`config.mk`:
```
export PLATFORM = sky130hd
export DESIGN_NAME = hsv_to_rgb_converter_core
export DESIGN_NICKNAME = d
export VERILOG_FILES = /design/src/hw/rtl/hsv2rgb_pkg.sv /design/src/hw/rtl/hsv_to_rgb_converter_core.sv
export SDC_FILE = /design/constraint.sdc
export NUM_CORES = 2
export LEC_CHECK = 0
export ABC_AREA = 1
export ABC_CLOCK_PERIOD_IN_PS = 9000
export BUFFER_PORTS_ARGS = -buffer_cell sky130_fd_sc_hd__buf_2
export CORE_MARGIN = 10
export CORE_UTILIZATION = 60
export CTS_CLUSTER_SIZE = 30
export DETAILED_ROUTE_END_ITERATION = 16
export PLACE_DENSITY = 0.75
export SLEW_MARGIN = 30
export SYNTH_ARGS = -nofsm -noshare
export SYNTH_HDL_FRONTEND = slang
export SYNTH_SLANG_ARGS = --single-unit
export TNS_END_PERCENT = 5
```
`constraint.sdc`:
```
create_clock -name clk_i -period 9 [get_ports clk_i]
set_clock_uncertainty 0.05 [all_clocks]
set_input_delay 1.35 -clock clk_i [delete_from_list [all_inputs] [get_ports clk_i]]
set_output_delay 1.35 -clock clk_i [all_outputs]
set_load 0.05 [all_outputs]
```
`src/hw/rtl/hsv2rgb_pkg.sv`:
```
`timescale 1ns / 1ps
// ----------------------------------------------------------------------------
// hsv2rgb_pkg
// Constants, sector codes and fixed-point widths shared by the HSV to RGB
// converter.
// ----------------------------------------------------------------------------
package hsv2rgb_pkg;

  // input field widths
  localparam int unsigned IndexW = 8;
  localparam int unsigned HueW   = 13;
  localparam int unsigned FracW  = 8;
  localparam int unsigned ChanW  = 8;

  // stream payload widths, padded to whole bytes
  localparam int unsigned InBits   = IndexW + HueW + FracW + FracW;
  localparam int unsigned InDataW  = ((InBits + 7) / 8) * 8;
  localparam int unsigned OutBits  = IndexW + 3 * ChanW;
  localparam int unsigned OutDataW = ((OutBits + 7) / 8) * 8;

  // hue sectors and fixed-point scales
  localparam int unsigned SectorSpan   = 960;
  localparam int unsigned FullScale    = 255;
  localparam int unsigned SectorCount  = 6;
  localparam int unsigned ProductScale = SectorSpan * FullScale;
  localparam int unsigned MaxQuot      = 8;  // largest hue / 960 for a 13-bit hue

  localparam int unsigned QuotW = 4;
  localparam int unsigned RemW  = 10;
  localparam int unsigned AW    = 18;  // holds ProductScale
  localparam int unsigned XW    = 26;  // brightness times AW term

  // exact division by ProductScale through a reciprocal, valid for XW-bit operands
  localparam int unsigned RecipShift = 44;
  localparam longint unsigned RecipFull =
    ((64'd1 << RecipShift) + 64'(ProductScale) - 64'd1) / 64'(ProductScale);
  localparam int unsigned RecipW = 27;
  localparam logic [RecipW-1:0] RecipMult = RecipFull[RecipW-1:0];
  localparam int unsigned ProdW = XW + RecipW;

  localparam int unsigned LedLimitDefault = 256;

  // channel slots of the three derived terms
  localparam int unsigned ChP = 0;
  localparam int unsigned ChQ = 1;
  localparam int unsigned ChT = 2;
  localparam int unsigned NumCh = 3;

  typedef enum logic [2:0] {
    SEC_RED_YEL = 3'd0,
    SEC_YEL_GRN = 3'd1,
    SEC_GRN_CYN = 3'd2,
    SEC_CYN_BLU = 3'd3,
    SEC_BLU_MAG = 3'd4,
    SEC_MAG_RED = 3'd5
  } sector_e;

endpackage

```
`src/hw/rtl/hsv_to_rgb_converter_core.sv`:
```
`timescale 1ns / 1ps
// ----------------------------------------------------------------------------
// hsv_to_rgb_converter_core
// Pipelined HSV to RGB conversion of a stream of LED colour requests, with
// truncating fixed-point arithmetic throughout.
// ----------------------------------------------------------------------------
//  channel   direction  tdata fields (lsb first)
//  s_axis    in         led_index[7:0] hue[20:8] saturation[28:21]
//                       brightness[36:29] zero pad[39:37]
//  m_axis    out        out_index[7:0] red[15:8] green[23:16] blue[31:24]
//
//  one request a cycle is taken and one result a cycle is returned while
//  m_axis does not stall; the register stages are, in order: sector split,
//  term forming, brightness multiply, reciprocal multiply, channel select.
//  reset clears only the stage valid bits.
//  each stage holds when it is full and its successor stalls, so a stall on
//  m_axis fills the stages one by one before s_axis_tready_o falls.
// ----------------------------------------------------------------------------
module hsv_to_rgb_converter_core #(
  parameter int unsigned LED_LIMIT = hsv2rgb_pkg::LedLimitDefault
) (
  input  logic                             clk_i,
  input  logic                             rst_ni,
  input  logic                             s_axis_tvalid_i,
  output logic                             s_axis_tready_o,
  // led_index, hue, saturation, brightness
  input  logic [hsv2rgb_pkg::InDataW-1:0]  s_axis_tdata_i,
  output logic                             m_axis_tvalid_o,
  input  logic                             m_axis_tready_i,
  // out_index, red, green, blue
  output logic [hsv2rgb_pkg::OutDataW-1:0] m_axis_tdata_o
);

  localparam int unsigned IdxW = hsv2rgb_pkg::IndexW;
  localparam int unsigned HW   = hsv2rgb_pkg::HueW;
  localparam int unsigned FW   = hsv2rgb_pkg::FracW;
  localparam int unsigned CW   = hsv2rgb_pkg::ChanW;
  localparam int unsigned QW   = hsv2rgb_pkg::QuotW;
  localparam int unsigned RW   = hsv2rgb_pkg::RemW;
  localparam int unsigned AW   = hsv2rgb_pkg::AW;
  localparam int unsigned XW   = hsv2rgb_pkg::XW;
  localparam int unsigned PW   = hsv2rgb_pkg::ProdW;
  localparam int unsigned NC   = hsv2rgb_pkg::NumCh;
  localparam int unsigned IdxN = 1 << IdxW;

  // input fields
  logic [IdxW-1:0] in_index;
  logic [HW-1:0]   in_hue;
  logic [FW-1:0]   in_sat;
  logic [FW-1:0]   in_val;

  assign in_index = s_axis_tdata_i[IdxW-1:0];
  assign in_hue   = s_axis_tdata_i[IdxW+HW-1:IdxW];
  assign in_sat   = s_axis_tdata_i[IdxW+HW+FW-1:IdxW+HW];
  assign in_val   = s_axis_tdata_i[IdxW+HW+2*FW-1:IdxW+HW+FW];

  // stage handshake
  logic s1_valid_q, s2_valid_q, s3_valid_q, s4_valid_q, out_valid_q;
  logic s1_en, s2_en, s3_en, s4_en, out_en;

  assign out_en = ~out_valid_q | m_axis_tready_i;
  assign s4_en  = ~s4_valid_q | out_en;
  assign s3_en  = ~s3_valid_q | s4_en;
  assign s2_en  = ~s2_valid_q | s3_en;
  assign s1_en  = ~s1_valid_q | s2_en;
  assign s_axis_tready_o = s1_en;

  always_ff @(posedge clk_i or negedge rst_ni) begin
    if (!rst_ni) begin
      s1_valid_q  <= 1'b0;
      s2_valid_q  <= 1'b0;
      s3_valid_q  <= 1'b0;
      s4_valid_q  <= 1'b0;
      out_valid_q <= 1'b0;
    end else begin
      if (s1_en)  s1_valid_q  <= s_axis_tvalid_i;
      if (s2_en)  s2_valid_q  <= s1_valid_q;
      if (s3_en)  s3_valid_q  <= s2_valid_q;
      if (s4_en)  s4_valid_q  <= s3_valid_q;
      if (out_en) out_valid_q <= s4_valid_q;
    end
  end

  // index wrap table, folded to constants
  logic [IdxW-1:0] idx_mod_tbl [IdxN];

  always_comb begin
    for (int i = 0; i < IdxN; i++) begin
      idx_mod_tbl[i] = IdxW'(i % LED_LIMIT);
    end
  end

  // stage 1: sector number and remainder within the sector
  logic [QW-1:0]       quot;
  logic [HW-1:0]       hue_base;
  logic [RW-1:0]       s1_rem_d;
  hsv2rgb_pkg::sector_e s1_sec_d;

  always_comb begin
    quot = '0;
    for (int j = 1; j <= hsv2rgb_pkg::MaxQuot; j++) begin
      if (in_hue >= HW'(j * hsv2rgb_pkg::SectorSpan)) quot = QW'(j);
    end
    hue_base = HW'(quot) * HW'(hsv2rgb_pkg::SectorSpan);
    s1_rem_d = RW'(in_hue - hue_base);
    // hues past the circle wrap back to the first sectors
    if (quot >= QW'(hsv2rgb_pkg::SectorCount)) begin
      s1_sec_d = hsv2rgb_pkg::sector_e'(3'(quot - QW'(hsv2rgb_pkg::SectorCount)));
    end else begin
      s1_sec_d = hsv2rgb_pkg::sector_e'(3'(quot));
    end
  end

  logic [IdxW-1:0]      s1_index_q;
  logic [RW-1:0]        s1_rem_q;
  logic [FW-1:0]        s1_sat_q;
  logic [FW-1:0]        s1_val_q;
  hsv2rgb_pkg::sector_e s1_sec_q;

  always_ff @(posedge clk_i) begin
    if (s1_en) begin
      s1_index_q <= idx_mod_tbl[in_index];
      s1_rem_q   <= s1_rem_d;
      s1_sat_q   <= in_sat;
      s1_val_q   <= in_val;
      s1_sec_q   <= s1_sec_d;
    end
  end

  // stage 2: numerators of p, q and t over the common scale 960 * 255
  logic [AW-1:0] s2_a_d [NC];
  logic [AW-1:0] rs_prod, rcs_prod;
  logic [RW-1:0] rem_c;

  always_comb begin
    rem_c    = RW'(hsv2rgb_pkg::SectorSpan) - s1_rem_q;
    rs_prod  = AW'(s1_rem_q) * AW'(s1_sat_q);
    rcs_prod = AW'(rem_c) * AW'(s1_sat_q);
    s2_a_d[hsv2rgb_pkg::ChP] = AW'(hsv2rgb_pkg::SectorSpan) *
                               (AW'(hsv2rgb_pkg::FullScale) - AW'(s1_sat_q));
    s2_a_d[hsv2rgb_pkg::ChQ] = AW'(hsv2rgb_pkg::ProductScale) - rs_prod;
    s2_a_d[hsv2rgb_pkg::ChT] = AW'(hsv2rgb_pkg::ProductScale) - rcs_prod;
  end

  logic [IdxW-1:0]      s2_index_q;
  logic [FW-1:0]        s2_val_q;
  hsv2rgb_pkg::sector_e s2_sec_q;
  logic [AW-1:0]        s2_a_q [NC];

  always_ff @(posedge clk_i) begin
    if (s2_en) begin
      s2_index_q <= s1_index_q;
      s2_val_q   <= s1_val_q;
      s2_sec_q   <= s1_sec_q;
      for (int c = 0; c < NC; c++) s2_a_q[c] <= s2_a_d[c];
    end
  end

  // stage 3: scale by brightness
  logic [IdxW-1:0]      s3_index_q;
  logic [FW-1:0]        s3_val_q;
  hsv2rgb_pkg::sector_e s3_sec_q;
  logic [XW-1:0]        s3_x_q [NC];

  always_ff @(posedge clk_i) begin
    if (s3_en) begin
      s3_index_q <= s2_index_q;
      s3_val_q   <= s2_val_q;
      s3_sec_q   <= s2_sec_q;
      for (int c = 0; c < NC; c++) s3_x_q[c] <= XW'(s2_val_q) * XW'(s2_a_q[c]);
    end
  end

  // stage 4: truncating divide by the common scale, reciprocal is exact here
  logic [PW-1:0] s4_prod [NC];

  always_comb begin
    for (int c = 0; c < NC; c++) begin
      s4_prod[c] = PW'(s3_x_q[c]) * PW'(hsv2rgb_pkg::RecipMult);
    end
  end

  logic [IdxW-1:0]      s4_index_q;
  logic [FW-1:0]        s4_val_q;
  hsv2rgb_pkg::sector_e s4_sec_q;
  logic [CW-1:0]        s4_ch_q [NC];

  always_ff @(posedge clk_i) begin
    if (s4_en) begin
      s4_index_q <= s3_index_q;
      s4_val_q   <= s3_val_q;
      s4_sec_q   <= s3_sec_q;
      for (int c = 0; c < NC; c++) begin
        s4_ch_q[c] <= s4_prod[c][hsv2rgb_pkg::RecipShift+CW-1:hsv2rgb_pkg::RecipShift];
      end
    end
  end

  // stage 5: six-way channel assignment
  logic [CW-1:0] red_d, green_d, blue_d;
  logic [CW-1:0] tp, tq, tt;

  always_comb begin
    tp = s4_ch_q[hsv2rgb_pkg::ChP];
    tq = s4_ch_q[hsv2rgb_pkg::ChQ];
    tt = s4_ch_q[hsv2rgb_pkg::ChT];
    unique case (s4_sec_q)
      hsv2rgb_pkg::SEC_RED_YEL: begin
        red_d = s4_val_q; green_d = tt;       blue_d = tp;
      end
      hsv2rgb_pkg::SEC_YEL_GRN: begin
        red_d = tq;       green_d = s4_val_q; blue_d = tp;
      end
      hsv2rgb_pkg::SEC_GRN_CYN: begin
        red_d = tp;       green_d = s4_val_q; blue_d = tt;
      end
      hsv2rgb_pkg::SEC_CYN_BLU: begin
        red_d = tp;       green_d = tq;       blue_d = s4_val_q;
      end
      hsv2rgb_pkg::SEC_BLU_MAG: begin
        red_d = tt;       green_d = tp;       blue_d = s4_val_q;
      end
      default: begin
        red_d = s4_val_q; green_d = tp;       blue_d = tq;
      end
    endcase
  end

  logic [hsv2rgb_pkg::OutDataW-1:0] out_data_q;

  always_ff @(posedge clk_i) begin
    if (out_en) begin
      out_data_q <= hsv2rgb_pkg::OutDataW'({blue_d, green_d, red_d, s4_index_q});
    end
  end

  assign m_axis_tvalid_o = out_valid_q;
  assign m_axis_tdata_o  = out_data_q;

endmodule
```
# == After elaboration in Yosys (flattened, before gate mapping) ==
# Memory sizes are Yosys's and may differ from the RTL's. A register that Yosys moved wholly into a read port is not among the register bits.
# Cells that the tools add are included.
# word_totals
input_bits,44
mem_bits_ro,2048
ff_bits,123
out_inout_bits,34
ramBits,156
wordCells,86
mem_count,4
# mem_list
name,words,word_bits,read_ports,rd_clocked_by_memory_dff,wr,line,source
(no name shown),256,8,1,1,0,hsv_to_rgb_converter_core.sv:122,s1_index_q <= idx_mod_tbl[in_index];
s3_x_q,3,26,3,0,3,hsv_to_rgb_converter_core.sv:163,logic [XW-1:0] s3_x_q [NC];
s2_a_q,3,18,3,0,3,hsv_to_rgb_converter_core.sv:148,logic [AW-1:0] s2_a_q [NC];
s4_ch_q,3,8,3,0,3,hsv_to_rgb_converter_core.sv:186,logic [CW-1:0] s4_ch_q [NC];
# classes
multipliers,10
reduce_logical,5
n_eq_ne,4
addsub,6
n_bitwise,11
magnitude_cmp,9
n_mux,18
# op_table
op,count
"26-bit by 26-bit multiplier with 51-bit output, second input constant",3
8-bit by 18-bit multiplier with 26-bit output,3
8-bit one-hot mux with 3 select lines,3
"13-bit >= comparator, second input constant",4
10-bit by 8-bit multiplier with 18-bit output,2
"18-bit subtractor, first input constant",2
4-bit two-way mux,7
"13-bit by 12-bit >= comparator with 1-bit output, second input constant",2
"4-bit by 18-bit multiplier with 12-bit output, first input constant",1
"13-bit by 10-bit >= comparator with 1-bit output, second input constant",1
"13-bit by 11-bit >= comparator with 1-bit output, second input constant",1
10-bit subtractor,1
"10-bit subtractor, first input constant",1
8-bit inverter with 9-bit output,1
"8-bit by 8-bit subtractor with 9-bit output, first input constant",1
2-bit OR reduction,4
1-bit two-way mux,7
"3-bit by 2-bit == test with 1-bit output, second input constant",2
1-bit inverter,5
1-bit bitwise OR,5
"4-bit by 3-bit >= comparator with 1-bit output, second input constant",1
"4-bit by 1-bit multiplier with 4-bit output, second input constant",1
"3-bit by 1-bit == test with 1-bit output, second input constant",1
"3-bit == test, second input constant",1
other kinds (3),3

# == Longest topological paths before layout ==
# depth
depth_word,11
ltp_mapped,26
depth_no_buf,25

# == Worst setup path before layout ==
# OpenSTA, ideal clock, no wires.
# synth_timing
path_type,input to output
startpoint,input m_axis_tready_i
endpoint,output s_axis_tready_o
t_required_ps,7600
path_slack_ps,1260
arrival_ps,6340
path_stages,8
n_path_buf,0
cell_sequence,nor2_1 > inv_1 > nor2_1 > inv_1 > nor2_1 > inv_1 > nor2_1 > nand2_1
# synth_via
elab_chain_len,5
# synth_rtl
item,line,source
start: declaration,hsv_to_rgb_converter_core.sv:29,"input logic m_axis_tready_i,"
1-bit bitwise OR,hsv_to_rgb_converter_core.sv:61,assign out_en = ~out_valid_q | m_axis_tready_i;
via out_en,hsv_to_rgb_converter_core.sv:59,"logic s1_en, s2_en, s3_en, s4_en, out_en;"
1-bit bitwise OR,hsv_to_rgb_converter_core.sv:62,assign s4_en = ~s4_valid_q | out_en;
via s4_en,hsv_to_rgb_converter_core.sv:59,
1-bit bitwise OR,hsv_to_rgb_converter_core.sv:63,assign s3_en = ~s3_valid_q | s4_en;
via s3_en,hsv_to_rgb_converter_core.sv:59,
1-bit bitwise OR,hsv_to_rgb_converter_core.sv:64,assign s2_en = ~s2_valid_q | s3_en;
1-bit bitwise OR,hsv_to_rgb_converter_core.sv:65,assign s1_en = ~s1_valid_q | s2_en;
end: declaration,hsv_to_rgb_converter_core.sv:25,"output logic s_axis_tready_o,"
# The timed path passes the listed nets, and every way through them passes these cells.

==> flow_metrics.py <==
metrics = {
    "detailed_routing": {
        "drt_first_pass_iters": 6,
        "wl_per_cell_um": 16.8,
        "ant_nets": 0,
        "wirelength_um": 128000,
        "drc": 0,
        "vias": 40800,
        "drt_iter0_drc": 2896,
        "viasPerCell": 5.36,
    },
    "timing": {
        "worstMarginPinSlew_ns": 0.894,
        "finalHoldViolations": 0,
        "slew_headroom": 0.404,
        "grt_setup_unrepaired": "no",
        "max_freq_mhz": 169,
        "period_needed_ns": 5.93,
        "setup_tns_ns": 0,
        "fin_crit_sh": 0.659,
        "finalMaxSlewViolations": 0,
        "setup_viol_count_final": 0,
    },
    "layout": {
        "layout_commonest_cell": "inv_1",
        "syn2layout_area_growth_pct": 4.89,
        "final_cell_mix": "1752 x inv_1, 1251 x nand2_1, 999 x ha_1, 797 x fa_1, 321 x nor2_1",
        "n_antenna_cell": 0,
        "nets": 8252,
        "layout-drive-gt1-share": 0.0306,
        "final_util": 0.637,
    },
    "global_routing": {
        "use_met3": 0.0322,
        "antenna_found_initial": 3,
        "top_usage_layer": "met2",
        "met2_usage": 0.443,
        "grt.total_usage": 0.255,
        "grt_max_degree": 69,
        "grt_pass1_wl_um": 214000,
        "grt.overflow.total": 0,
        "first_global_vias": 43100,
        "grtUsageMet1": 0.329,
    },
    "cts": {
        "htreeDepth": 2,
        "postCtsHoldBufs": 0,
        "insertion_delay_ns": 0.57,
        "numClockSinks": 273,
        "clockBufferDepth": 3,
        "cts_resized": 0,
        "clkTransAtPathRegs_ns": 0.06,
        "cts_inserted_buffers": 35,
        "cts_setup_buffers": 0,
        "cts_root_buffer": "clkbuf_16",
        "tritoncts": "built",
    },
    "synth": {
        "syn_nets": 8231,
        "async_flop_share": 0.0183,
        "syn_inst": 6391,
        "syn_area_sq_mm": 0.0549,
        "synthFlopType": "edfxtp_1",
        "synth_edf_count": 268,
        "avgSynthCellArea_sq_um": 8.59,
        "yosysWarnings": 0,
        "synth_seq_area_share": 0.149,
        "yosysUniqueCellTypes": 52,
        "synth-seq-cells": 273,
    },
    "setup_path": {
        "cp.required_ns": 9.19,
        "critical_path_class": "flop to flop",
        "endpoint_kind": "flop",
        "startpoint": "s3_x_q[0][69]$_DFFE_PP_",
        "startpoint_type": "flop",
        "reg2reg_slack_ns": 3.07,
        "critPathArrivalTime_ns": 6.13,
        "cp_max_fo": 8,
        "r2r_start": "s3_x_q[0][69]$_DFFE_PP_",
    },
    "placement": {
        "dp.final_hpwl_um": 109000,
        "port_buffers": 74,
        "gp_congestion": 0.972,
    },
    "floorplanning": {
        "die-width_um": 322,
        "start_util": 0.607,
        "core_sq_mm": 0.0904,
        "fp-row-count": 110,
        "die_h_um": 322,
        "pin_count": 78,
        "dieArea_sq_mm": 0.104,
    },
    "flow_run": {
        "cap_viol_max_count": 0,
    },
    "hold_path": {
        "min_from": "s2_index_q[5]$_DFFE_PP_",
        "holdCritPathClass": "flop to flop",
    },
    "status": {
        "status": "finished clean",
    },
}
through the flow:
stage | std cells | cell area [sq um] | hold slack (ns) | setup slack [ns]
3_5_place_dp | 7551 | 56400 | 0.355 | 3.13
5_1_grt | 7614 | 57600 | 0.375 | 2.77
2_1_floorplan | 6391 | 54900 | 0.350 | 1.26
4_1_cts | 7614 | 57600 | 0.362 | 3.09
6_report | 7614 | 57600 | 0.364 | 3.07
3_3_place_gp | 7551 | 56400 | 0.351 | 3.18
cell usage after synthesis, types with 10 or more instances:
| library cell | n | area (sq um) |
|---|---|---|
| fa_1 | 797 | 16000 |
| o2111ai_1 | 17 | 149 |
| nor2_1 | 321 | 1200 |
| xnor2_1 | 26 | 228 |
| edfxtp_1 | 268 | 8050 |
| inv_1 | 1756 | 6590 |
| clkbuf_2 | 48 | 240 |
| xor2_1 | 73 | 639 |
| o21bai_1 | 27 | 203 |
| nand4_1 | 44 | 275 |
| a21o_1 | 26 | 195 |
| a21oi_1 | 261 | 1310 |
| buf_1 | 10 | 37.5 |
| nand2_1 | 1252 | 4700 |
| o21ai_0 | 134 | 671 |
| ha_1 | 999 | 12500 |
| clkbuf_1 | 46 | 173 |
| nor3_1 | 34 | 170 |
| nand3_1 | 134 | 671 |
final cells by class:
type,count,area [sq um]
Inverter,1766,6630
Tap cell,1176,1470
Fill cell,7572,32800
Clock buffer,43,926
Multi-Input combinational cell,4241,39600
Sequential cell,273,8170
Clock inverter,20,258
Timing Repair Buffer,95,528
per-layer routing:
layer | part of all wire | routed length [um] | up-vias
met5 | 0.00016 | 21 | -
met4 | 0.031 | 4010 | 4
met3 | 0.055 | 7020 | 218
met2 | 0.49 | 62100 | 1071
met1 | 0.43 | 54700 | 19900
li1 | - | - | 19600
final timing paths:
check                                         endpoint  cells past startpoint
max                           s4_ch_q[0][19]$_DFFE_PP_                     21
min                            s3_index_q[5]$_DFFE_PP_                      0
max reg2reg                   s4_ch_q[0][19]$_DFFE_PP_                     21
min reg2reg                    s3_index_q[5]$_DFFE_PP_                      0
max in group asynchronous  m_axis_tvalid_o$_DFFE_PN0P_                      1
min in group asynchronous       s1_valid_q$_DFFE_PN0P_                      1
worst max-delay path: stages, from the launching register on:
cell,delay [ns]
edfxtp_1,0.68
ha_1,0.44
inv_1,0.05
fa_1,0.52
inv_1,0.08
fa_1,0.54
ha_1,0.15
inv_1,0.05
fa_1,0.48
inv_1,0.07
fa_1,0.57
fa_1,0.43
ha_1,0.33
nand2_1,0.08
inv_1,0.07
nand2_1,0.09
nor3_1,0.25
nand2_1,0.08
nor2_1,0.14
nand3_1,0.14
nand4_1,0.12
nand2_1,0.17
cells by family (layout without fill, tap and decap cells):
logic type                 Yosys count  after routing  share of synthesized area
AOI/OAI and AO/OA                  517            517                     0.0529
xor gates and xnor gates            99             99                     0.0158
adders and majority gates         1796           1796                      0.518
buffers and inverters             1877           1924                      0.130
DFF                                273            273                      0.149
and+or+nand+nor                   1829           1829                      0.134
flip-flops by register name (all words and copies together) (netlist names), 10 cells and up:
register	count
s4_ch_q	24
s2_a_q	47
s3_x_q	71
s1_rem_q	10
m_axis_tdata_o	32
Power is left out: the tool's default activity adds up to more than one toggle a clock period on the data nets, which glitch-free logic cannot reach.
